===== src/spq_pkg.sv =====
// Shared types and constants for the sorted priority queue.
// No dependencies; imported by spq_mem, spq_ctrl and sorted_priority_queue_core.
`timescale 1ns / 1ps

package spq_pkg;

    // Default number of entries in the queue.
    localparam int SPQ_DEPTH = 16;

    // Operation codes carried on the kind field.
    typedef enum logic [1:0] {
        KIND_INSERT = 2'd0,
        KIND_REMOVE = 2'd1,
        KIND_FIND   = 2'd2,
        KIND_NONE   = 2'd3
    } kind_t;

    // Controller sequencing.
    typedef enum logic [1:0] {
        ST_IDLE,
        ST_SCAN,
        ST_HREQ,
        ST_HRESP
    } state_t;

    // Entry memory strobes.
    typedef struct packed {
        logic we;
        logic re;
    } mem_ctl_t;

    // One finished result, handed to the output register.
    typedef struct packed {
        logic        ok;
        logic [3:0]  position;
        logic [4:0]  length;
        logic        head_valid;
        logic [31:0] head_value;
    } res_t;

endpackage


===== src/spq_mem.sv =====
// Entry store: simple dual-port synchronous RAM, one write and one read port.
// Read data is registered. Depends on spq_pkg.
`timescale 1ns / 1ps

module spq_mem #(
    parameter int DEPTH = spq_pkg::SPQ_DEPTH,
    parameter int AW    = $clog2(DEPTH)
) (
    input  logic              clk,
    input  spq_pkg::mem_ctl_t ctl,
    input  logic [AW-1:0]     waddr,
    input  logic [31:0]       wdata,
    input  logic [AW-1:0]     raddr,
    output logic [31:0]       rdata
);
    import spq_pkg::*;

    logic [31:0] mem [DEPTH];
    logic [31:0] rdata_reg;

    always_ff @(posedge clk)
    begin
        if (ctl.we)
        begin
            mem[waddr] <= wdata;
        end
    end

    always_ff @(posedge clk)
    begin
        if (ctl.re)
        begin
            rdata_reg <= mem[raddr];
        end
    end

    assign rdata = rdata_reg;

endmodule


===== src/spq_ctrl.sv =====
// Queue sequencer: walks the entry memory one word per cycle to insert,
// remove or find, then reads the head. Depends on spq_pkg.
`timescale 1ns / 1ps

module spq_ctrl #(
    parameter int DEPTH = spq_pkg::SPQ_DEPTH,
    parameter int AW    = $clog2(DEPTH),
    parameter int CW    = $clog2(DEPTH + 1)
) (
    input  logic              clk,
    input  logic              rst_n,
    input  logic              in_valid,
    output logic              in_stall,
    input  logic [1:0]        kind,
    input  logic [31:0]       value,
    output spq_pkg::res_t     res,
    output logic              res_valid,
    input  logic              res_ready,
    output spq_pkg::mem_ctl_t mem_ctl,
    output logic [AW-1:0]     mem_waddr,
    output logic [31:0]       mem_wdata,
    output logic [AW-1:0]     mem_raddr,
    input  logic [31:0]       mem_rdata
);
    import spq_pkg::*;

    state_t        state_reg, state_next;
    kind_t         op_reg, op_next;
    logic [31:0]   val_reg, val_next;
    logic [CW-1:0] cnt_reg, cnt_next;
    logic [CW-1:0] ptr_reg, ptr_next;   // next index to issue
    logic [CW-1:0] tag_reg, tag_next;   // index of the word in flight; for insert, the slot it moves to
    logic          more_reg, more_next;
    logic          rv_reg, rv_next;
    logic          found_reg, found_next;
    logic [AW-1:0] pos_reg, pos_next;

    logic   accept, start_scan, fin, full, last;
    logic   st_idle, st_scan, st_hreq;
    kind_t  kind_in;

    assign kind_in = kind_t'(kind);
    assign accept  = in_valid && st_idle;
    assign full    = (cnt_reg == CW'(DEPTH));
    assign last    = (tag_reg == cnt_reg - CW'(1));

    always_comb
    begin
        start_scan = 1'b0;
        case (kind_in) inside
            KIND_INSERT:           start_scan = !full;
            KIND_REMOVE, KIND_FIND: start_scan = (cnt_reg != '0);
            default:               start_scan = 1'b0;
        endcase
    end

    // Next state
    always_comb
    begin
        state_next = state_reg;
        unique case (state_reg)
            ST_IDLE:
            begin
                if (in_valid)
                begin
                    state_next = start_scan ? ST_SCAN : ST_HREQ;
                end
            end
            ST_SCAN:
            begin
                if (fin)
                begin
                    state_next = ST_HREQ;
                end
            end
            ST_HREQ:  state_next = ST_HRESP;
            ST_HRESP:
            begin
                if (res_ready)
                begin
                    state_next = ST_IDLE;
                end
            end
            default:  state_next = ST_IDLE;
        endcase
    end

    // State decode
    always_comb
    begin
        st_idle   = 1'b0;
        st_scan   = 1'b0;
        st_hreq   = 1'b0;
        res_valid = 1'b0;
        unique case (state_reg)
            ST_IDLE:  st_idle   = 1'b1;
            ST_SCAN:  st_scan   = 1'b1;
            ST_HREQ:  st_hreq   = 1'b1;
            ST_HRESP: res_valid = 1'b1;
            default:  st_idle   = 1'b0;
        endcase
    end

    assign in_stall = !st_idle;

    // Datapath
    always_comb
    begin
        op_next    = op_reg;
        val_next   = val_reg;
        cnt_next   = cnt_reg;
        ptr_next   = ptr_reg;
        tag_next   = tag_reg;
        more_next  = more_reg;
        rv_next    = 1'b0;
        found_next = found_reg;
        pos_next   = pos_reg;
        mem_ctl    = '0;
        mem_waddr  = '0;
        mem_wdata  = val_reg;
        mem_raddr  = '0;
        fin        = 1'b0;

        if (accept)
        begin
            op_next    = kind_in;
            val_next   = value;
            pos_next   = '0;
            more_next  = start_scan;
            // an insert that starts always stores
            found_next = start_scan && (kind_in == KIND_INSERT);
            ptr_next   = (kind_in == KIND_INSERT) ? cnt_reg : '0;
        end

        if (st_scan)
        begin
            // consume the word read last cycle
            if (rv_reg)
            begin
                case (op_reg)
                    KIND_INSERT:
                    begin
                        // walking from the tail: shift down while value >= entry
                        mem_ctl.we = 1'b1;
                        mem_waddr  = AW'(tag_reg);
                        if (tag_reg == '0 || $signed(val_reg) < $signed(mem_rdata))
                        begin
                            mem_wdata = val_reg;
                            fin       = 1'b1;
                        end
                        else
                        begin
                            mem_wdata = mem_rdata;
                        end
                    end
                    KIND_REMOVE:
                    begin
                        if (found_reg)
                        begin
                            mem_ctl.we = 1'b1;
                            mem_waddr  = AW'(tag_reg - CW'(1));
                            mem_wdata  = mem_rdata;
                        end
                        else if (mem_rdata == val_reg)
                        begin
                            found_next = 1'b1;
                            pos_next   = AW'(tag_reg);
                        end
                        fin = last;
                    end
                    default:
                    begin
                        if (mem_rdata == val_reg)
                        begin
                            found_next = 1'b1;
                            pos_next   = AW'(tag_reg);
                            fin        = 1'b1;
                        end
                        else
                        begin
                            fin = last;
                        end
                    end
                endcase
            end

            // issue the next read
            if (more_reg && !fin)
            begin
                rv_next  = 1'b1;
                tag_next = ptr_reg;
                if (op_reg == KIND_INSERT)
                begin
                    // index zero has no word above it: no read, value lands there
                    mem_ctl.re = (ptr_reg != '0);
                    mem_raddr  = AW'(ptr_reg - CW'(1));
                    ptr_next   = ptr_reg - CW'(1);
                    more_next  = (ptr_reg != '0);
                end
                else
                begin
                    mem_ctl.re = 1'b1;
                    mem_raddr  = AW'(ptr_reg);
                    ptr_next   = ptr_reg + CW'(1);
                    more_next  = (CW'(ptr_reg + CW'(1)) < cnt_reg);
                end
            end

            if (fin)
            begin
                more_next = 1'b0;
            end
        end

        if (st_hreq)
        begin
            mem_ctl.re = 1'b1;
            mem_raddr  = '0;
            if (found_reg && op_reg == KIND_INSERT)
            begin
                cnt_next = cnt_reg + CW'(1);
            end
            else if (found_reg && op_reg == KIND_REMOVE)
            begin
                cnt_next = cnt_reg - CW'(1);
            end
        end
    end

    always_comb
    begin
        res.ok         = found_reg;
        res.position   = (op_reg == KIND_FIND && found_reg) ? 4'(pos_reg) : 4'd0;
        res.length     = 5'(cnt_reg);
        res.head_valid = (cnt_reg != '0);
        res.head_value = (cnt_reg != '0) ? mem_rdata : 32'd0;
    end

    always_ff @(posedge clk or negedge rst_n)
    begin
        if (!rst_n)
        begin
            state_reg <= ST_IDLE;
            op_reg    <= KIND_NONE;
            cnt_reg   <= '0;
            ptr_reg   <= '0;
            tag_reg   <= '0;
            more_reg  <= 1'b0;
            rv_reg    <= 1'b0;
            found_reg <= 1'b0;
            pos_reg   <= '0;
        end
        else
        begin
            state_reg <= state_next;
            op_reg    <= op_next;
            cnt_reg   <= cnt_next;
            ptr_reg   <= ptr_next;
            tag_reg   <= tag_next;
            more_reg  <= more_next;
            rv_reg    <= rv_next;
            found_reg <= found_next;
            pos_reg   <= pos_next;
        end
    end

    always_ff @(posedge clk)
    begin
        val_reg <= val_next;
    end

endmodule


===== src/sorted_priority_queue_core.sv =====
// Top level of the sorted priority queue: entry memory, sequencer and
// result register. Depends on spq_pkg, spq_mem, spq_ctrl.
`timescale 1ns / 1ps

// Channel | Direction | Handshake             | Payload
// in      | sink      | in_valid / in_stall   | kind, value
// out     | source    | out_valid / out_stall | ok, position, length, head_valid, head_value
//
// A transaction that needs a walk reads the entry memory one word per cycle
// through its single read port: remove reads every entry, find reads up to the
// first match, and insert reads from the tail, moving down one slot each
// entry not greater than its value. No walk is needed for an insert into a
// full queue, a remove or find on an empty queue, or an unused code. The
// sequencer then reads the head and offers the result; the output register
// loads it when it can, and the next transaction is accepted in the cycle after.
// Reset clears the entry count and control state, not memory; words past it go unused.
// A stalled result sits in the output register while the next transaction is
// accepted and processed; the sequencer waits only if its next result is ready
// before the previous one has left.

module sorted_priority_queue_core #(
    parameter int DEPTH = spq_pkg::SPQ_DEPTH
) (
    input  logic        clk,
    input  logic        rst_n,
    input  logic        in_valid,
    output logic        in_stall,
    input  logic [1:0]  kind,
    input  logic [31:0] value,
    output logic        out_valid,
    input  logic        out_stall,
    output logic        ok,
    output logic [3:0]  position,
    output logic [4:0]  length,
    output logic        head_valid,
    output logic [31:0] head_value
);
    import spq_pkg::*;

    localparam int AW = $clog2(DEPTH);
    localparam int CW = $clog2(DEPTH + 1);

    mem_ctl_t      mem_ctl;
    logic [AW-1:0] mem_waddr;
    logic [AW-1:0] mem_raddr;
    logic [31:0]   mem_wdata;
    logic [31:0]   mem_rdata;

    res_t res;
    logic res_valid;
    logic res_ready;

    res_t res_reg;
    logic out_valid_reg, out_valid_next;

    spq_mem #(
        .DEPTH (DEPTH),
        .AW    (AW)
    ) u_mem (
        .clk   (clk),
        .ctl   (mem_ctl),
        .waddr (mem_waddr),
        .wdata (mem_wdata),
        .raddr (mem_raddr),
        .rdata (mem_rdata)
    );

    spq_ctrl #(
        .DEPTH (DEPTH),
        .AW    (AW),
        .CW    (CW)
    ) u_ctrl (
        .clk       (clk),
        .rst_n     (rst_n),
        .in_valid  (in_valid),
        .in_stall  (in_stall),
        .kind      (kind),
        .value     (value),
        .res       (res),
        .res_valid (res_valid),
        .res_ready (res_ready),
        .mem_ctl   (mem_ctl),
        .mem_waddr (mem_waddr),
        .mem_wdata (mem_wdata),
        .mem_raddr (mem_raddr),
        .mem_rdata (mem_rdata)
    );

    // Output register loads when empty or draining this cycle.
    assign res_ready = !out_valid_reg || !out_stall;

    always_comb
    begin
        out_valid_next = out_valid_reg;
        if (res_valid && res_ready)
        begin
            out_valid_next = 1'b1;
        end
        else if (!out_stall)
        begin
            out_valid_next = 1'b0;
        end
    end

    always_ff @(posedge clk or negedge rst_n)
    begin
        if (!rst_n)
        begin
            out_valid_reg <= 1'b0;
        end
        else
        begin
            out_valid_reg <= out_valid_next;
        end
    end

    always_ff @(posedge clk)
    begin
        if (res_valid && res_ready)
        begin
            res_reg <= res;
        end
    end

    assign out_valid  = out_valid_reg;
    assign ok         = res_reg.ok;
    assign position   = res_reg.position;
    assign length     = res_reg.length;
    assign head_valid = res_reg.head_valid;
    assign head_value = res_reg.head_value;

endmodule


===== config.mk =====
export PLATFORM = sky130hd
export DESIGN_NAME = sorted_priority_queue_core
export DESIGN_NICKNAME = d
export VERILOG_FILES = /design/src/spq_pkg.sv /design/src/spq_mem.sv /design/src/spq_ctrl.sv /design/src/sorted_priority_queue_core.sv
export SDC_FILE = /design/constraint.sdc
export NUM_CORES = 1
export LEC_CHECK = 0
export BUFFER_PORTS_ARGS = -buffer_cell sky130_fd_sc_hd__buf_2
export CAP_MARGIN = 40
export CORE_MARGIN = 3
export CORE_UTILIZATION = 50
export DETAILED_ROUTE_END_ITERATION = 16
export PLACE_DENSITY = 0.76
export REMOVE_ABC_BUFFERS = 1
export SYNTH_ARGS = -nofsm -noshare
export SYNTH_HDL_FRONTEND = slang
export SYNTH_SLANG_ARGS = --single-unit
export TNS_END_PERCENT = 10

===== constraint.sdc =====
create_clock -name clk -period 6.19 [get_ports clk]
set_clock_uncertainty 0.05 [all_clocks]
set_input_delay 0 -clock clk [delete_from_list [all_inputs] [get_ports clk]]
set_output_delay 0 -clock clk [all_outputs]
set_load 0.01 [all_outputs]

==> load_flow_metrics.sql <==
INSERT INTO impl_metrics (metric_group, metric, value, unit) VALUES
('die', 'core_area', '0.0518', 'mm^2'),
('layout', 'ff_latch_area', '0.0193', 'mm^2'),
('pwr', 'static-leakage-power', '10.4', 'nW'),
('global_routing', 'globalRoute.totalOverflow', '0', ''),
('timing', 'fmax', '237', 'MHz'),
('worst_hold_path', 'hold_path_class', 'input port to flop', ''),
('timing', 'slew_headroom', '0.388', ''),
('setup_path', 'worst-r2r-cell-count', '12', ''),
('die', 'start_util', '0.511', ''),
('placement', 'number_of_buffers_added_on_ports', '82', ''),
('layout', 'top_reg_by_flops', 'u_mem.mem', ''),
('route', 'routed_via_density', '6.44', ''),
('synthesis', 'netlist-cell-type-count', '65', ''),
('placement', 'place_congestion', '0.855', ''),
('route', 'ant_nets', '0', ''),
('setup_path', 'critical_path_required', '6.56', 'ns'),
('timing', 'tightest_slew', '0.918', 'ns'),
('die', 'fp.dieArea', '0.0557', 'mm^2'),
('die', 'die_height', '236', 'um'),
('synthesis', 'postSynthCellCount', '1630', ''),
('synthesis', 'async_flop_share', '0.0418', ''),
('clock_tree', 'cts_htree_levels', '3', ''),
('setup_path', 'setup.worst_path.end_class', 'flop', ''),
('global_routing', 'grt_first_pass_wirelength', '99000', 'um'),
('setup_path', 'worst_r2r_startpoint', 'u_mem.rdata[29]', ''),
('pwr', 'worst_ir_drop_vdd', '0.191', 'mV'),
('global_routing', 'groute.usage.overall', '0.237', ''),
('die', 'core.rowCount', '83', ''),
('clock_tree', 'post_cts.resized_instances', '0', ''),
('global_routing', 'grt_antenna_before_repair', '0', ''),
('setup_path', 'timing.critical_path.fanout_max', '18', ''),
('timing', 'timing_max_transition_violations_final', '0', ''),
('synthesis', 'synth.yosys.seq_area_share', '0.728', ''),
('layout', 'final_cell_count_no_fill', '2488', ''),
('placement', 'placedCellCount', '2330', ''),
('placement', 'dp.final_hpwl', '35700', 'um'),
('route', 'first_iter_violations', '1902', ''),
('clock_tree', 'clock_tree.buffer_depth', '3', ''),
('setup_path', 'timing.critical_path.from_type', 'flop', ''),
('synthesis', 'postSynth.topFlopCell', 'edfxtp_1', ''),
('global_routing', 'first_global_vias', '16100', ''),
('synthesis', 'synth_enable_flop_cells', '619', ''),
('timing', 'timing.final.crit_share', '0.683', ''),
('layout', 'layout-area-overhead-vs-synth', '14.5', '%'),
('clock_tree', 'tritoncts', 'built', ''),
('setup_path', 'reg2reg_to', 'u_mem.rdata[25]', ''),
('clock_tree', 'clock_transition_at_the_registers_of_the_reported_paths', '0.06', 'ns'),
('synthesis', 'yosys_warnings', '0', ''),
('worst_hold_path', 'hold_path_cells', '2', ''),
('setup_path', 'timing.setup.critical_path_class', 'flop to flop', ''),
('run_status', 'outcome', 'finished, final reports clean', ''),
('timing', 'totalNegativeSetupSlack', '0', 'ns'),
('setup_path', 'setup.reg_to_reg.worst_slack', '1.96', 'ns'),
('clock_tree', 'clock-root-buffer', 'clkbuf_16', ''),
('setup_path', 'cp_data_arrival_time', '4.60', 'ns'),
('route', 'wl_per_cell', '26.8', 'um'),
('clock_tree', 'tritoncts_num_sinks', '646', ''),
('layout', 'drive_above_1_share', '0.188', ''),
('timing', 'total_count_of_hold_check_failures_in_the_final_report', '0', ''),
('die', 'io_pins', '83', ''),
('synthesis', 'syn_area_per_cell', '16.2', 'um^2'),
('synthesis', 'synth.top_cell.area_share', '0.702', ''),
('synthesis', 'mappedNetlistArea', '0.0265', 'mm^2'),
('flow_run', 'max_cap_violations', '0', ''),
('route', 'routed_wirelength', '66700', 'um'),
('layout', 'final_net_count', '1846', ''),
('die', 'die_width', '236', 'um'),
('route', 'vias', '16000', ''),
('timing', 'finalSetupViolCount', '0', ''),
('pwr', 'power_density', '280', 'mW/mm^2'),
('clock_tree', 'tritoncts.num_buffers', '66', '');
[power by group]
part	switching, W	internal (W)	leakage, nW
clock network	0.00160	0.00214	0.985
registers	0	0.00472	6.00
logic	0.0000182	0.0000260	3.46
total	0.00162	0.00688	10.4
[placed cells by master (no fill, tap or decap), types with 5 or more instances in the layout]
cell           Yosys  final
nor2_4             0     16
dlygate4sd3_1      0     38
mux2_2            29     29
buf_2             19     82
a311oi_1          32     32
o21ai_0           28     28
nand2_1          137    135
buf_12             0      7
nand3_1           19     19
ha_1              51     50
nor2_1            68     51
inv_1             56     55
clkinv_2           0      7
a21o_1             5      5
a2111oi_0         33     33
mux4_2            64     64
o32ai_1           33     33
a211oi_1          37     37
clkbuf_1          66     15
xnor2_1            6      6
clkinv_1           0     21
dfrtp_1           25     25
clkbuf_16          0     67
mux2_1             5      5
nor3_1           102    101
mux2i_1           34     34
nand4_1            8      8
a21oi_1           27     27
a31oi_1           34     34
buf_4             10     29
and3_1             9      9
xor2_1             8      7
edfxtp_1         619    619
and2_1            10      9
[cells by family (layout without fill, tap and decap cells)]
kind of cell / Yosys count / after routing / share of synthesized area
xor+xnor: 14 / 14 / 0.00463
buf+inv: 157 / 335 / 0.0254
fa+ha+maj: 51 / 51 / 0.0241
simple gates: 374 / 374 / 0.0652
compound gates: 256 / 256 / 0.0711
mux: 132 / 132 / 0.0818
flops: 646 / 646 / 0.728
[routing by layer]
metal | global-route usage | routed length, um | vias to the layer above
li1 | - | - | 6737
met1 | 0.332 | 26100 | 8083
met2 | 0.364 | 31000 | 1013
met3 | 0.0482 | 6890 | 196
met4 | 0.100 | 2750 | 0
met5 | 0 | 0 | -
[worst max path at each step]
stage	to	slack, ns	cells after the start	startpoint
3_3_place_gp	u_mem.mem[10][27]	2.15	10	u_ctrl.val_reg[29]
2_1_floorplan	u_mem.rdata[0]	-2.82	7	u_ctrl.ptr_reg[0]
4_1_cts	u_mem.rdata[25]	2.05	12	u_mem.rdata[29]
5_1_grt	u_mem.rdata[15]	1.86	12	u_mem.rdata[29]
3_5_place_dp	u_mem.rdata[15]	2.08	12	u_mem.rdata[29]
6_report	u_mem.rdata[25]	1.96	12	u_mem.rdata[29]
[cell type report]
| type | count | share of cell area |
|---|---|---|
| flip-flops and latches | 646 | 0.635 |
| multi-input cells | 827 | 0.222 |
| clock buffers | 83 | 0.0576 |
| repair buffers | 159 | 0.0402 |
| well taps | 680 | 0.0281 |
| clock inverters | 36 | 0.00953 |
| inverters | 57 | 0.00706 |
[worst max-delay path: stages (launching register included)]
cell      delay [ns]
edfxtp_1        0.35
inv_1           0.07
ha_1            0.34
nand4_1         0.27
nor4b_2         0.41
and2_2          0.31
o31ai_1         0.11
and4_4          0.18
or4_4           0.43
a31oi_4         0.73
buf_4           0.45
nand2_1         0.10
a31oi_1         0.25
[timing repair]
action | 4_1_cts | 5_1_grt
hold buffers | 39 | 0
hold endpoints to repair | 64 | 0
endpoints found under the setup margin | 0 | 0
[per-stage QoR]
step | setup WS (ns) | cell area (um^2)
global route | 1.86 | 30300
floorplan | -2.82 | 26000
detailed placement | 2.08 | 27900
finish | 1.96 | 30300
global placement | 2.15 | 27800
CTS | 2.05 | 30300
Note: power is estimated with default switching activity, not from simulation.
